## config.mk

```make
export PLATFORM = sky130hd
export DESIGN_NAME = rgpg_blend
export DESIGN_NICKNAME = d
export VERILOG_FILES = /design/src/hw/rtl/rgpg_pkg.sv /design/src/hw/rtl/rgpg_blend.sv
export SDC_FILE = /design/constraint.sdc
export NUM_CORES = 2
export LEC_CHECK = 0
export BUFFER_PORTS_ARGS = -buffer_cell sky130_fd_sc_hd__buf_2
export CAP_MARGIN = 20
export CELL_PAD_IN_SITES_DETAIL_PLACEMENT = 0
export CELL_PAD_IN_SITES_GLOBAL_PLACEMENT = 2
export CORE_UTILIZATION = 35
export DETAILED_ROUTE_END_ITERATION = 7
export GPL_TIMING_DRIVEN = 0
export PLACE_DENSITY = 0.69
export SYNTH_ARGS = -nofsm -noshare
export SYNTH_HDL_FRONTEND = slang
export SYNTH_SLANG_ARGS = --single-unit
```

## constraint.sdc

```tcl
create_clock -name clk -period 20.1 [get_ports clk]
set_input_delay 1.005 -clock clk [delete_from_list [all_inputs] [get_ports clk]]
set_output_delay 1.005 -clock clk [all_outputs]
set_load 0.1 [all_outputs]
```

## src/hw/rtl/rgpg_pkg.sv

```systemverilog
// ----------------------------------------------------------------------------
// rgpg_pkg
// Shared types, register codes and defaults of the gradient pixel generator.
// ----------------------------------------------------------------------------
`default_nettype none
package rgpg_pkg;

  localparam int MAX_DIM_DEF = 4096;
  localparam int FRAC_DEF    = 16;

  localparam int CFG_IDX_W = 3;
  localparam logic [CFG_IDX_W-1:0] CFG_FIRST_COLOR  = 3'd0;
  localparam logic [CFG_IDX_W-1:0] CFG_SECOND_COLOR = 3'd1;
  localparam logic [CFG_IDX_W-1:0] CFG_DIRECTION    = 3'd2;
  localparam logic [CFG_IDX_W-1:0] CFG_FRAME_WIDTH  = 3'd3;
  localparam logic [CFG_IDX_W-1:0] CFG_FRAME_HEIGHT = 3'd4;

  localparam logic [1:0] DIR_HORIZ = 2'd0;
  localparam logic [1:0] DIR_VERT  = 2'd1;
  localparam logic [1:0] DIR_DIAG  = 2'd2;

  localparam logic [31:0] FIRST_COLOR_RST  = 32'hFF0000FF;
  localparam logic [31:0] SECOND_COLOR_RST = 32'hFFFF0000;
  localparam logic [12:0] WIDTH_RST        = 13'd640;
  localparam logic [12:0] HEIGHT_RST       = 13'd480;

  // Per-word flags that travel down the chain beside the data.
  typedef struct packed {
    logic diag;   // weight comes from the square root
    logic sat;    // position at or beyond the far edge: full weight
    logic zero;   // divisor is zero: weight is zero
  } item_ctl_t;

endpackage
`default_nettype wire

```

## src/hw/rtl/rgpg_blend.sv

```systemverilog
// ----------------------------------------------------------------------------
// rgpg_blend
// Mixes the two colours by the weight, all four channels, into the output word.
// ----------------------------------------------------------------------------
`default_nettype none
module rgpg_blend
  import rgpg_pkg::*;
#(
  parameter int F = 16
) (
  input  wire logic         clk,
  input  wire logic         rst,
  input  wire logic         adv,
  input  wire logic         in_vld,
  input  wire logic [F:0]   weight,
  input  wire logic [31:0]  color_a,
  input  wire logic [31:0]  color_b,
  output logic              out_vld,
  output logic [31:0]       out_pix
);

  localparam logic [F:0] ONE = (F+1)'(1) << F;

  logic [F:0]   inv;
  logic [31:0]  pix;

  assign inv = ONE - weight;

  always_comb begin
    logic [F+9:0] acc;
    pix = '0;
    acc = '0;
    for (int k = 0; k < 4; k++) begin
      acc = (F+10)'(color_a[8*k +: 8]) * (F+10)'(inv)
          + (F+10)'(color_b[8*k +: 8]) * (F+10)'(weight);
      pix[8*k +: 8] = acc[F +: 8];
    end
  end

  always_ff @(posedge clk) begin
    if (rst) begin
      out_vld <= 1'b0;
    end else if (adv) begin
      out_vld <= in_vld;
    end
  end

  always_ff @(posedge clk) begin
    if (adv) begin
      out_pix <= pix;
    end
  end

endmodule
`default_nettype wire

```

==> results.md <==
- CTS root buf: clkbuf_16
- Vias/cell: between 4 and 5
- Min-Delay Path Depth: 2
- Max Slew Vio Count: 0
- Slowest-stage cell, CP: clkbuf_1
- Seq/Total Area, Yosys: between 2 and 3%
- Die Footprint: ~0.098 mm2
- Initial Utilization: 35.41%
- Placer Congestion: roughly 0.87
- RR Startpoint: out_vld$_SDFFE_PP0P_
- Max Clock Skew: 0 ns
- Slowest Stage Delay on Critical Path: about 0.94 ns
- Clock sinks: 33
- Share of cells above drive strength 1: 3.340%
- Crit path max fanout: 10
- Final Hold Vio Count: 0
- Row count: ~110
- Synth area leader: fa_1
- IO buf count: 96
- Fill cell count: slightly above 10,000
- Instance count on the critical path: 26
- Cell count after synthesis: about 3,800
- Final setup viols: 0
- Data arrival, critical path: about 11 ns
- DR DRC count: 0
- Clk buf depth: 2
- Total number of vias: 24,020
- Syn Area/Cell: between 8 and 9 um2
- Area Growth Syn to Fin: 7.064%
- Overall Global Routing Usage: approximately a quarter
- Share of the synthesized area in the top cell type: between 50 and 60%
- Initial antenna violation count: 6
- Reg2Reg Depth: 2
- H-tree Lvls: 2
- Worst-Margin Slew: around 1.2 ns
- Min Hold Slack: 0.4869 ns
- Cell mode on critical path: fa_1
- First-pass GRT wire length: approximately 170 mm
- Largest net degree at the start of global routing: 34
- Core area: 0.09529 mm2
- Die width: approximately 310 um
- Total negative slack: 0 ns
- Run status: finished clean
- Inserted Clock Buffers: 5
- Resized Gates After CTS: 0
- Syn. warnings: 0
- Drt pass-1 iters: 6
- CP top delay family: adder cells
- Post CTS Setup Buffer Count: 0
- FF+latch count, synth: 33
- Die Span Y: 312.5 um
- Highest clock rate: about 0.09 GHz
- GR Overflow Total: 0
- Max_slew headroom: 17.84%
- EDFF count, synth: 32
- Ports: around 120
- Vias in the first global route: around 25,000
- Synth async-reset ratio: 0%
- CP Class: in -> reg
- Drt first-iter violations: roughly 1,600
- Ranking of synthesized cells by area: fa_1, inv_1, and2_1
- Worst min-delay path class: reg -> reg
- CTS Hold Bufs: 0
- CP bufs+invs: 8
- Worst skew pair latency: between 0.3 and 0.4 ns
- Period minus WS final: about 11 ns
- Startpoint types: input pin
- Reg2Reg Setup Slack: between 15 and 20 ns
- Post-route ant nets: 0
- Final Net Count: slightly above 5,000
- Post-Route WL: roughly 110 mm
- Synthesized cell area: ~0.034 mm2
- Critical Path End Type: flip-flop
- Clock-pin slew on the worst setup and hold paths: approximately 0.070 ns
- CTS tree: yes
- Routed wire length per instance: roughly 21 um
- Syn_nets: 4,972
- Max-cap violations: 0
- Synth unique cells: 55
- Worst path required time: 20.22 ns
- Top FF cell, synth: edfxtp_1
- DP HPWL: around 94 mm
- Final period util: between 50% and 60%
- Hold Startpoint: out_vld$_SDFFE_PP0P_
- RSZ-0062 raised after global routing: no
- Worst Setup SP: weight[0]
-- sequential cells by signal, summed over array words and instances (netlist names) --
name,flops
out_pix,32
out_vld,1
-- worst paths after layout --
check | end
setup / recovery | out_pix[28]$_DFFE_PP_
hold / removal | out_vld$_SDFFE_PP0P_
setup reg to reg | out_vld$_SDFFE_PP0P_
hold reg to reg | out_vld$_SDFFE_PP0P_
-- cell families (layout without fill, tap and decap cells) --
| group | after synthesis | count (layout) | share of synthesized area (%) |
|---|---|---|---|
| flip-flops | 33 | 33 | 2.907 |
| adder cells (fa/ha/maj) | 1137 | 1137 | 61.56 |
| multiplexers | 3 | 3 | 0.08900 |
| AND/OR/NAND/NOR | 1176 | 1176 | 17.57 |
| XOR/XNOR | 76 | 76 | 2.051 |
| buffers and inverters | 1202 | 1314 | 13.47 |
| other | 0 | 17 | 0 |
| AO/OA/AOI/OAI | 123 | 123 | 2.347 |
-- metrics by stage --
step / std cells / util [%] / setup WS [ns] / area (um2)
global route: 5128 / 37.87 / 8.986 / 36080
CTS: 5127 / 37.86 / 9.332 / 36080
detailed placement: 5119 / 37.71 / 9.015 / 35940
global placement: 5111 / 37.57 / 8.278 / 35800
floorplan: 3750 / - / 12.06 / 33740
finish: 5144 / 37.91 / 9.199 / 36120
-- worst register-to-register path, delay by kind of cell (launching register included) --
kind | cells | cell delay, ns
mux | 1 | 0.12
flops | 1 | 0.31
simple gates | 1 | 0.05
-- cells in the final DEF (no fill, tap or decap), types with 4 or more instances in the layout --
cell type,instances
buf_1,7
nand2_1,555
a21o_1,6
nand4_1,6
clkbuf_16,5
xor2_1,19
buf_8,4
nor2_1,23
buf_6,4
a211oi_1,12
a21oi_1,33
inv_1,1014
a2111oi_0,4
ha_1,265
o211ai_1,6
nand3_1,16
nor2b_1,6
o21bai_1,7
clkbuf_1,172
xnor2_1,55
a31oi_1,4
fa_1,872
and2_1,540
buf_2,105
diode_2,17
nor3_1,7
edfxtp_1,32
o21ai_0,24
o21a_1,9
-- synth_stat cells (2+ instances only) --
cell,number
nand4_1,6
xor2_1,19
nor2b_1,6
nor2_1,23
a21oi_1,33
o22ai_1,2
o31ai_1,3
o21ai_0,24
buf_6,3
nand2b_1,3
nand3_1,16
ha_1,265
xnor2_1,55
a22oi_1,3
nor4_1,3
o211ai_1,6
nor4b_1,2
fa_1,872
buf_2,8
a211oi_1,12
nor3_1,7
clkbuf_1,170
edfxtp_1,32
inv_1,1014
o21a_1,9
and3_1,3
buf_1,7
nor3b_1,2
a2111oi_0,4
a21o_1,6
nand2_1,555
mux2i_1,3
o21bai_1,7
a31oi_1,4
or2_2,2
o311ai_0,3
and2_1,540
-- per-layer routing --
metal	wire length, um	share of wire, %	vias up	track usage (%)
li1	-	-	10890	-
met1	52730	48	12480	36.20
met2	49390	45	578	37.19
met3	5749	5.2	68	1.447
met4	2110	1.9	2	4.545
met5	13	0.012	-	0
-- layout make-up --
type / count / area (um2) / area share (%)
diodes: 17 / 42.54 / 0.1178
plain buffers: 188 / 738.2 / 2.044
clock buffers: 8 / 146.4 / 0.4052
flip-flops and latches: 33 / 980.9 / 2.715
inverters: 1014 / 3806 / 10.54
well taps: 1265 / 1583 / 4.381
repair buffers: 104 / 611.8 / 1.694
multi-input cells: 2515 / 28220 / 78.11
Power is not shown: default switching activity piles up to over one toggle a cycle in this logic, so the estimate is an artifact.
