## src/hw/rtl/rgpg_pkg.sv

```systemverilog
// ----------------------------------------------------------------------------
// rgpg_pkg
// Shared types, register codes and defaults of the gradient pixel generator.
// ----------------------------------------------------------------------------
`default_nettype none
package rgpg_pkg;

  localparam int MAX_DIM_DEF = 4096;
  localparam int FRAC_DEF    = 16;

  localparam int CFG_IDX_W = 3;
  localparam logic [CFG_IDX_W-1:0] CFG_FIRST_COLOR  = 3'd0;
  localparam logic [CFG_IDX_W-1:0] CFG_SECOND_COLOR = 3'd1;
  localparam logic [CFG_IDX_W-1:0] CFG_DIRECTION    = 3'd2;
  localparam logic [CFG_IDX_W-1:0] CFG_FRAME_WIDTH  = 3'd3;
  localparam logic [CFG_IDX_W-1:0] CFG_FRAME_HEIGHT = 3'd4;

  localparam logic [1:0] DIR_HORIZ = 2'd0;
  localparam logic [1:0] DIR_VERT  = 2'd1;
  localparam logic [1:0] DIR_DIAG  = 2'd2;

  localparam logic [31:0] FIRST_COLOR_RST  = 32'hFF0000FF;
  localparam logic [31:0] SECOND_COLOR_RST = 32'hFFFF0000;
  localparam logic [12:0] WIDTH_RST        = 13'd640;
  localparam logic [12:0] HEIGHT_RST       = 13'd480;

  // Per-word flags that travel down the chain beside the data.
  typedef struct packed {
    logic diag;   // weight comes from the square root
    logic sat;    // position at or beyond the far edge: full weight
    logic zero;   // divisor is zero: weight is zero
  } item_ctl_t;

endpackage
`default_nettype wire

```

## src/hw/rtl/rgpg_div_cell.sv

```systemverilog
// ----------------------------------------------------------------------------
// rgpg_div_cell
// One step of restoring division: yields one quotient bit per cell.
// ----------------------------------------------------------------------------
`default_nettype none
module rgpg_div_cell
  import rgpg_pkg::*;
#(
  parameter int DW = 25,
  parameter int QW = 32
) (
  input  wire logic          clk,
  input  wire logic          rst,
  input  wire logic          adv,
  input  wire logic          in_vld,
  input  wire item_ctl_t     in_ctl,
  input  wire logic [DW-1:0] in_rem,
  input  wire logic [DW-1:0] in_den,
  input  wire logic [QW-1:0] in_quo,
  output logic               out_vld,
  output item_ctl_t          out_ctl,
  output logic [DW-1:0]      out_rem,
  output logic [DW-1:0]      out_den,
  output logic [QW-1:0]      out_quo
);

  logic [DW:0] rem_sh;
  logic [DW:0] diff;
  logic        ge;

  assign rem_sh = {in_rem, 1'b0};
  assign diff   = rem_sh - {1'b0, in_den};
  assign ge     = rem_sh >= {1'b0, in_den};

  always_ff @(posedge clk) begin
    if (rst) begin
      out_vld <= 1'b0;
    end else if (adv) begin
      out_vld <= in_vld;
    end
  end

  always_ff @(posedge clk) begin
    if (adv) begin
      out_ctl <= in_ctl;
      out_den <= in_den;
      out_rem <= ge ? diff[DW-1:0] : rem_sh[DW-1:0];
      out_quo <= {in_quo[QW-2:0], ge};
    end
  end

endmodule
`default_nettype wire

```

## config.mk

```make
export PLATFORM = sky130hd
export DESIGN_NAME = rgpg_div_cell
export DESIGN_NICKNAME = d
export VERILOG_FILES = /design/src/hw/rtl/rgpg_pkg.sv /design/src/hw/rtl/rgpg_div_cell.sv
export SDC_FILE = /design/constraint.sdc
export NUM_CORES = 1
export LEC_CHECK = 0
export BUFFER_PORTS_ARGS = -buffer_cell sky130_fd_sc_hd__buf_2
export CAP_MARGIN = 0
export CORE_MARGIN = 2
export CORE_UTILIZATION = 45
export DETAILED_ROUTE_END_ITERATION = 10
export MAX_ROUTING_LAYER = met4
export PLACE_DENSITY_LB_ADDON = 0.15
export SLEW_MARGIN = 5
export SYNTH_ARGS = -nofsm -noshare
export SYNTH_HDL_FRONTEND = slang
export SYNTH_SLANG_ARGS = --single-unit
```

## constraint.sdc

```tcl
create_clock -name clk -period 3 [get_ports clk]
set_input_delay 0.6 -clock clk [delete_from_list [all_inputs] [get_ports clk]]
set_output_delay 0.6 -clock clk [all_outputs]
set_load 0.01 [all_outputs]
```

==> Flow_metrics.wiki <==
{| class="wikitable"
! Metric !! Value
|-
| Synth Cell Area || 4815 um2
|-
| Maximum count of clock buffers along a single path || 2
|-
| Util after Layout || 61.55%
|-
| RSZ-0062 raised after global routing || false
|-
| Met2 Track Usage GR || 36.80%
|-
| Total power density per cell area || 497.8 nW/um2
|-
| Chip height || 107.4 um
|-
| Share of layout cells above drive strength 1 || 42.81%
|-
| Clock latency at the later pin of the worst-skew pair || 0.37 ns
|-
| ANT cells || 0
|-
| Design Power || 3.177 mW
|-
| DRC errors left || 0
|-
| Routability cong. || 0.8727
|-
| IR Drop Worst-Case VDD || 0.2611 mV
|-
| Gate count of the mapped netlist || 414
|-
| Register area || 2572 um2
|-
| Global-route usage over all layers || 22.74%
|-
| Min-delay worst type || in -> reg
|-
| Slew of the pin with the lowest slew margin || 0.8349 ns
|-
| Setup slack, reg-to-reg || 2.40 ns
|-
| Slowest CP cell || ha_1
|-
| # fillers || 879
|-
| Nature of the critical path startpoint || input port
|-
| Die extent in x || 107.4 um
|-
| Number of post-CTS setup repair buffers || 0
|-
| Final-report max-slew violation count || 0
|-
| Average via count per standard cell || 5.215
|-
| Post-synthesis sequential element count || 86
|-
| Final wirelength || 12580 um
|-
| Number of buffers inserted by hold repair at cts || 0
|-
| Final worst path period share || 88.98%
|-
| Synthesis Warnings || 0
|-
| Synthesized netlist net count || 529
|-
| Max-slew headroom at the worst pin || 43.75%
|-
| Crit Path Max Fanout || 12
|-
| # port buffers || 173
|-
| Max H-tree Level || 3
|-
| Cell row count || 37
|-
| Final instance area || 6382 um2
|-
| Gr ovfl total || 0
|-
| DP Area || 6191 um2
|-
| DPL Wire Length || 9965 um
|-
| Sequential-to-total area share from yosys stat || 53.43%
|-
| Global-route wire length before repair || 19550 um
|-
| Count of TritonRoute iterations in the first routing pass || 4
|-
| Number of nets at the end of the flow || 750
|-
| Final antenna-violating net count || 0
|-
| Routed length per instance || 16.21 um
|-
| Finish-stage setup viols || 0
|-
| Cts bufs inserted || 9
|-
| Predominant post-synthesis flop cell || edfxtp_1
|-
| Static power due to leakage || 2.888 nW
|-
| Count of final hold-check violations || 0
|-
| # Max-Cap Violations || 0
|-
| Cell count after placement || 760
|-
| Clock transition at the registers of the reported paths || 0.09 ns
|-
| CTS tree || built
|-
| Worst setup slack after layout || 0.3306 ns
|-
| Share of synthesized flip-flops with an asynchronous set or reset || 0%
|-
| Data required time at the worst endpoint || 3.14 ns
|-
| Worst hold slack across all endpoints || 0.3684 ns
|-
| Core area || 10370 um2
|-
| Post_cts resized || 0
|-
| Post-place setup slack || -0.08580 ns
|-
| Type of the setup path with the least slack || in -> reg
|-
| Largest net degree at the start of global routing || 48
|-
| Worst path arrival time || 2.80 ns
|-
| Area used by multi-input combinational logic || 1983 um2
|-
| Number of antenna violations at the first check in global routing || 0
|-
| Die area || 11540 um2
|-
| GRT met3 Usage || 5.266%
|-
| Maximum frequency from static timing analysis || 374.6 MHz
|-
| Critical path endpoint category || register
|-
| Boundary Pins || 175
|-
| Run status || complete, no violations
|-
| Stage delay of the slowest cell on the critical path || 0.37 ns
|-
| Leading cell type in the layout, fill and taps excluded || buf_2
|-
| Avg Synthesized Cell Area || 11.63 um2
|-
| Via count of the first global-routing pass || 3984
|-
| Sum of buffers and inverters on the critical path || 3
|-
| Leading cell types in the layout, fill and taps excluded || 172 x buf_2, 85 x edfxtp_1, 57 x buf_4
|-
| Worst-path cell chain || buf_2 -> inv_1 -> ha_1 -> a21oi_1 -> o21a_1 -> o21ai_2 -> a2111oi_4 -> and2_1 -> buf_12 -> mux2_2
|-
| Synthesis-to-finish area growth || 32.56%
|-
| Setup_tns || 0 ns
|-
| Number of distinct library cells after synthesis || 57
|-
| Met1 usage in global routing || 28.41%
|-
| Clk_skew || 0 ns
|-
| Final cell count without fillers || 776
|-
| Top Family by Delay on Critical Path || compound AO/OA/AOI/OAI gates
|-
| Final min period || 2.669 ns
|-
| Number of synthesized flops with an enable pin || 85
|-
| Via Count || 4047
|-
| Clk root buf || clkbuf_8
|-
| Most crowded layer after global routing || met2
|-
| Initial Util || 46.43%
|-
| Detailed Route Iter0 Violations || 180
|-
| Num Clock Sinks || 86
|}
synth_stat cells, drive strengths merged (3+ instances only):
cell | instances | area [um2]
inv | 31 | 116.4
nand4 | 9 | 56.30
or4 | 3 | 22.52
mux2 | 17 | 229.0
ha | 25 | 312.8
nor2 | 16 | 60.06
a211oi | 5 | 42.54
a31oi | 4 | 25.02
and3 | 6 | 37.54
o21ai | 24 | 123.9
a21o | 8 | 60.06
o211ai | 5 | 37.54
edfxtp | 85 | 2552
and4 | 5 | 46.29
clkbuf | 8 | 30.03
nand3 | 18 | 90.09
nand2 | 27 | 101.4
o21a | 7 | 52.55
nor4 | 3 | 25.02
a21oi | 30 | 153.9
nor3 | 10 | 50.05
nand2b | 5 | 31.28
buf | 14 | 112.6
o31ai | 7 | 52.55
and2 | 3 | 18.77
xnor2 | 7 | 61.31
xor2 | 7 | 61.31
cell type report:
class / count / share of cell area [%]
clock buffers: 11 / 2.372
clock inverters: 5 / 0.6273
inverters: 31 / 1.823
multi-input cells: 275 / 31.07
flip-flops and latches: 86 / 40.31
well taps: 136 / 2.666
repair buffers: 232 / 21.13
routing by layer:
layer | wire [um] | vias to the layer above
met1 | 5608 | 1891
met4 | 252 | 0
met5 | 0 | -
li1 | - | 2000
met2 | 5889 | 139
met3 | 829 | 17
flip-flops by register name (all words and copies together), names as in the netlist:
name	count
out_vld	1
out_rem	25
out_ctl	3
out_den	25
out_quo	32
where the power goes:
part,leakage (nW),switching [mW],internal [mW]
clock network,0.0886,0.449,0.352
logic,1.96,0.460,0.425
registers,0.840,0.0254,1.47
total,2.89,0.934,2.24
path summary, 6_finish.rpt:
check	startpoint	end	cells past startpoint
min reg2reg	out_vld	out_vld	2
max reg2reg	out_vld	out_vld	2
max	in_den[17]	out_rem[8]	10
min	rst	out_vld	2
cell families (layout without fill, tap and decap cells):
family                     count (synthesis)  in the layout  share of synthesized area (%)
AOI/OAI and AO/OA                        103            103                          14.16
adders and majority gates                 26             26                          6.913
and+or+nand+nor                          113            113                          12.40
buffers and inverters                     53            279                          5.379
DFF                                       86             86                          53.43
muxes                                     19             19                          5.172
xor gates and xnor gates                  14             14                          2.547
No activity file was read; power rests on OpenSTA's default activity.
