[src/hw/rtl/rgpg_pkg.sv]
// ----------------------------------------------------------------------------
// rgpg_pkg
// Shared types, register codes and defaults of the gradient pixel generator.
// ----------------------------------------------------------------------------
`default_nettype none
package rgpg_pkg;

  localparam int MAX_DIM_DEF = 4096;
  localparam int FRAC_DEF    = 16;

  localparam int CFG_IDX_W = 3;
  localparam logic [CFG_IDX_W-1:0] CFG_FIRST_COLOR  = 3'd0;
  localparam logic [CFG_IDX_W-1:0] CFG_SECOND_COLOR = 3'd1;
  localparam logic [CFG_IDX_W-1:0] CFG_DIRECTION    = 3'd2;
  localparam logic [CFG_IDX_W-1:0] CFG_FRAME_WIDTH  = 3'd3;
  localparam logic [CFG_IDX_W-1:0] CFG_FRAME_HEIGHT = 3'd4;

  localparam logic [1:0] DIR_HORIZ = 2'd0;
  localparam logic [1:0] DIR_VERT  = 2'd1;
  localparam logic [1:0] DIR_DIAG  = 2'd2;

  localparam logic [31:0] FIRST_COLOR_RST  = 32'hFF0000FF;
  localparam logic [31:0] SECOND_COLOR_RST = 32'hFFFF0000;
  localparam logic [12:0] WIDTH_RST        = 13'd640;
  localparam logic [12:0] HEIGHT_RST       = 13'd480;

  // Per-word flags that travel down the chain beside the data.
  typedef struct packed {
    logic diag;   // weight comes from the square root
    logic sat;    // position at or beyond the far edge: full weight
    logic zero;   // divisor is zero: weight is zero
  } item_ctl_t;

endpackage
`default_nettype wire

[src/hw/rtl/rgpg_sqrt_cell.sv]
// ----------------------------------------------------------------------------
// rgpg_sqrt_cell
// One digit of a restoring square root: two radicand bits in, one root bit out.
// ----------------------------------------------------------------------------
`default_nettype none
module rgpg_sqrt_cell
  import rgpg_pkg::*;
#(
  parameter int F = 16
) (
  input  wire logic           clk,
  input  wire logic           rst,
  input  wire logic           adv,
  input  wire logic           in_vld,
  input  wire item_ctl_t      in_ctl,
  input  wire logic [F-1:0]   in_lin,
  input  wire logic [2*F-1:0] in_rad,
  input  wire logic [F+1:0]   in_rem,
  input  wire logic [F-1:0]   in_res,
  output logic                out_vld,
  output item_ctl_t           out_ctl,
  output logic [F-1:0]        out_lin,
  output logic [2*F-1:0]      out_rad,
  output logic [F+1:0]        out_rem,
  output logic [F-1:0]        out_res
);

  logic [F+3:0] rem_sh;
  logic [F+3:0] trial;
  logic [F+3:0] diff;
  logic         ge;

  assign rem_sh = {in_rem, in_rad[2*F-1:2*F-2]};
  assign trial  = {2'b00, in_res, 2'b01};
  assign diff   = rem_sh - trial;
  assign ge     = rem_sh >= trial;

  always_ff @(posedge clk) begin
    if (rst) begin
      out_vld <= 1'b0;
    end else if (adv) begin
      out_vld <= in_vld;
    end
  end

  always_ff @(posedge clk) begin
    if (adv) begin
      out_ctl <= in_ctl;
      out_lin <= in_lin;
      out_rad <= {in_rad[2*F-3:0], 2'b00};
      out_rem <= ge ? diff[F+1:0] : rem_sh[F+1:0];
      out_res <= {in_res[F-2:0], ge};
    end
  end

endmodule
`default_nettype wire

[config.mk]
export PLATFORM = sky130hd
export DESIGN_NAME = rgpg_sqrt_cell
export DESIGN_NICKNAME = d
export VERILOG_FILES = /design/src/hw/rtl/rgpg_pkg.sv /design/src/hw/rtl/rgpg_sqrt_cell.sv
export SDC_FILE = /design/constraint.sdc
export NUM_CORES = 1
export LEC_CHECK = 0
export ABC_AREA = 1
export BUFFER_PORTS_ARGS = -buffer_cell sky130_fd_sc_hd__buf_2
export CAP_MARGIN = 20
export CORE_ASPECT_RATIO = 0.8
export CORE_UTILIZATION = 30
export CTS_CLUSTER_SIZE = 12
export DETAILED_ROUTE_END_ITERATION = 10
export GPL_TIMING_DRIVEN = 0
export PLACE_DENSITY = 0.52
export SYNTH_ARGS = -nofsm -noshare
export SYNTH_HDL_FRONTEND = slang
export SYNTH_SLANG_ARGS = --single-unit
[constraint.sdc]
create_clock -name clk -period 1.9 [get_ports clk]
set_input_delay 0.095 -clock clk [delete_from_list [all_inputs] [get_ports clk]]
set_output_delay 0.095 -clock clk [all_outputs]
set_load 0.02 [all_outputs]
==> impl_metrics.py <==
metrics = {
    "clocking": {
        "htree_num_levels": 3,
        "tritoncts.num_buffers": 9,
        "clock_sink_count": 84,
        "clkSlewWorstSetupHoldPaths_ps": 60,
        "cts.repair_timing.setup_buffer_count": 0,
        "ctsResizeCount": 0,
        "cell_at_the_root_of_the_clock_tree": "clkbuf_16",
        "clk-insertion-delay-late_ps": 340,
        "clockBufferDepth": 2,
        "cts_tree": "built",
    },
    "floorplan": {
        "io_pins": 175,
        "fp.coreArea_um2": 12820,
        "fp-row-count": 37,
        "initial_utilization": 0.3068,
        "die_boundary_width_um": 130.0,
        "dieArea_um2": 13580,
        "die-height_um": 104.4,
    },
    "synth": {
        "synthesis.instances": 350,
        "synth.area.top_cells": "edfxtp_1 63%, nand2_1 9.7%, ha_1 5.7%",
        "most_used_flip_flop_cell_after_synthesis": "edfxtp_1",
        "synth.top_cells.by_count": "102 x nand2_1, 83 x edfxtp_1, 46 x inv_1",
        "synth_largest_type_area_fraction": 0.6336,
        "synthesis.area_per_instance_um2": 11.24,
        "yosys_register_bits": 84,
        "yosysWarnings": 0,
        "synthArstFlopShare": 0,
        "yosysMostFrequentCell": "nand2_1",
        "synth_edf_count": 83,
        "synth_top_area_cell": "edfxtp_1",
        "synth_cell_types": 31,
        "synth-seq-area-share": 0.6387,
        "synth_area_um2": 3934,
    },
    "final_layout": {
        "flow.area_growth_from_synthesis_pct": 52.10,
        "final_area_um2": 5983,
        "nFillCells": 1247,
        "post_layout_nonfiller_instances": 781,
        "antennaDiodeCount": 0,
        "finalNetCount": 708,
        "final_core_util": 0.4666,
        "final_layout_size_suffix_gt1_frac": 0.3581,
    },
    "place": {
        "gpl.final_weighted_congestion": 0.8569,
        "hpwl_reported_at_the_end_of_detailed_placement_um": 7238,
        "instance_count_after_placement_with_tap_cells_included": 699,
        "quantity_of_i_o_buffers_inserted_on_ports": 172,
        "post_dp_cell_area_um2": 5047,
    },
    "global_routing": {
        "grt_pass1_vias": 3284,
        "grt_max_degree": 61,
        "grt_antenna_before_repair": 0,
        "globalRouteOverflowTotal": 0,
        "globalRouteTotalUtil": 0.1566,
        "wire_length_of_the_first_global_routing_pass_um": 16170,
    },
    "setup_path": {
        "critPathMaxFanout": 10,
        "required_ps": 1990,
        "critical_path.endpoint_type": "flip-flop",
        "cp_data_arrival_time_ps": 1660,
        "max_stage_delay_ps": 330,
        "critical-path-top-cell-by-count": "nand2_1",
        "setup.worst_path.class": "input port to flip-flop",
        "critPathLaunchType": "input port",
        "cp_cell_sequence": "buf_2, inv_1, ha_1, nand2_1, inv_1, nand2_1, nand2_1, inv_1, nand3_2, nand2_1, nand2_4, inv_4, buf_8, o21ai_2",
        "worst_path_max_delay_cell": "ha_1",
    },
    "detailed_routing": {
        "drt-vias-per-instance": 4.223,
        "drt-initial-drc-count": 190,
        "routedWlPerCell_um": 13.39,
        "drc_errors": 0,
        "drt_pass1_iterations": 4,
        "wl_um": 10450,
        "num_vias": 3298,
        "count_of_nets_left_with_antenna_violations_after_detail_routing": 0,
    },
    "timing": {
        "fmax_mhz": 639.5,
        "setup_viol": 0,
        "final.period_utilization": 0.8230,
        "grt_setup_unrepaired": "no",
        "worst_hold_slack_ps": 46.20,
        "timing_max_transition_violations_final": 0,
        "total_neg_setup_slack_ps": 0,
        "final_critical_path_required_period_ps": 1564,
        "finalClockSkew_ps": 0,
        "hold_viol_final": 0,
    },
    "job": {
        "drv.max_cap_violation_count": 0,
    },
    "status": {
        "outcome": "complete, no violations",
    },
    "worst_hold_path": {
        "hp-class": "input port to flip-flop",
    },
    "power_and_ir_drop": {
        "power_leakage_nw": 2.782,
        "powerDensity_nw_per_um2": 838.1,
        "vdd.ir_drop.worst_uv": 423.3,
    },
}
-- kinds of logic after synthesis --
| family | after synthesis | share of synthesized area |
|---|---|---|
| and+or+nand+nor | 159 | 0.1797 |
| DFF | 84 | 0.6387 |
| buffers and inverters | 53 | 0.05980 |
| AOI/OAI and AO/OA | 24 | 0.03880 |
| adders and majority gates | 18 | 0.05725 |
| xor gates and xnor gates | 10 | 0.02226 |
| other | 1 | 0.0009533 |
| muxes | 1 | 0.002545 |
-- cell type report --
cell class                 instances  area (um^2)  area share
inverter                          48        182.7     0.03053
timing repair buffer             239         1551      0.2593
tap                              175        219.0     0.03660
buffer                             5        52.55    0.008783
sequential                        84         2512      0.4199
clock buffer                       9        225.2     0.03764
clock inverter                     7        50.05    0.008365
multi-input combinational        214         1190      0.1989
-- placed cells by master, fill, tap and decap left out, types with 9 or more instances in the layout --
cell,n
inv_1,46
nor2_1,15
buf_2,171
a21oi_1,12
dlygate4sd3_1,66
ha_1,18
nand3_1,18
edfxtp_1,83
clkbuf_16,9
nand2_1,102
-- critical path, delay by kind of cell --
| kind | cells | cell delay, ps |
|---|---|---|
| compound gates | 1 | 60 |
| fa+ha+maj | 1 | 330 |
| buf+inv | 6 | 570 |
| simple gates | 6 | 610 |
-- final timing paths --
kind / startpoint / end / slack [ps] / depth (start not counted)
max reg2reg: out_vld / out_vld / 780 / 3
min: in_rem[7] / out_rem[9] / 50 / 3
max: in_res[8] / out_rem[3] / 340 / 14
min reg2reg: out_vld / out_vld / 1030 / 3
-- where the power goes --
part | switching (W) | leakage, nW | internal, W
clock | 0.000738 | 0.130 | 0.000889
combinational | 0.000652 | 1.83 | 0.000448
sequential | 0.0000432 | 0.821 | 0.00224
total | 0.00143 | 2.78 | 0.00358
-- flip-flops by register name, indices dropped and copies added, names as in the netlist --
signal	count
out_rad	30
out_rem	18
out_lin	16
out_res	16
out_ctl	3
out_vld	1
-- through the flow --
stage | total power, W | worst slack, ps
after floorplan | 0.002931 | 345.8
after global placement | 0.003309 | -46.36
after detailed placement | 0.003317 | -46.95
after CTS | 0.005071 | 321.5
after global routing | 0.005279 | 194.4
final | 0.005014 | 336.2
-- per-layer routing --
| metal | wire length (um) | vias up | track usage |
|---|---|---|---|
| met5 | 0 | - | 0 |
| met4 | 121 | 0 | 0.04485 |
| met3 | 753 | 9 | 0.05041 |
| met2 | 4829 | 115 | 0.2553 |
| met1 | 4749 | 1508 | 0.1965 |
| li1 | - | 1666 | - |
-- what timing repair did --
action | in CTS | in global routing
hold endpoints to repair | 65 | 0
hold buffers | 66 | 0
endpoints found under the setup margin | 0 | 0
No activity file was read; power rests on OpenSTA's default activity.
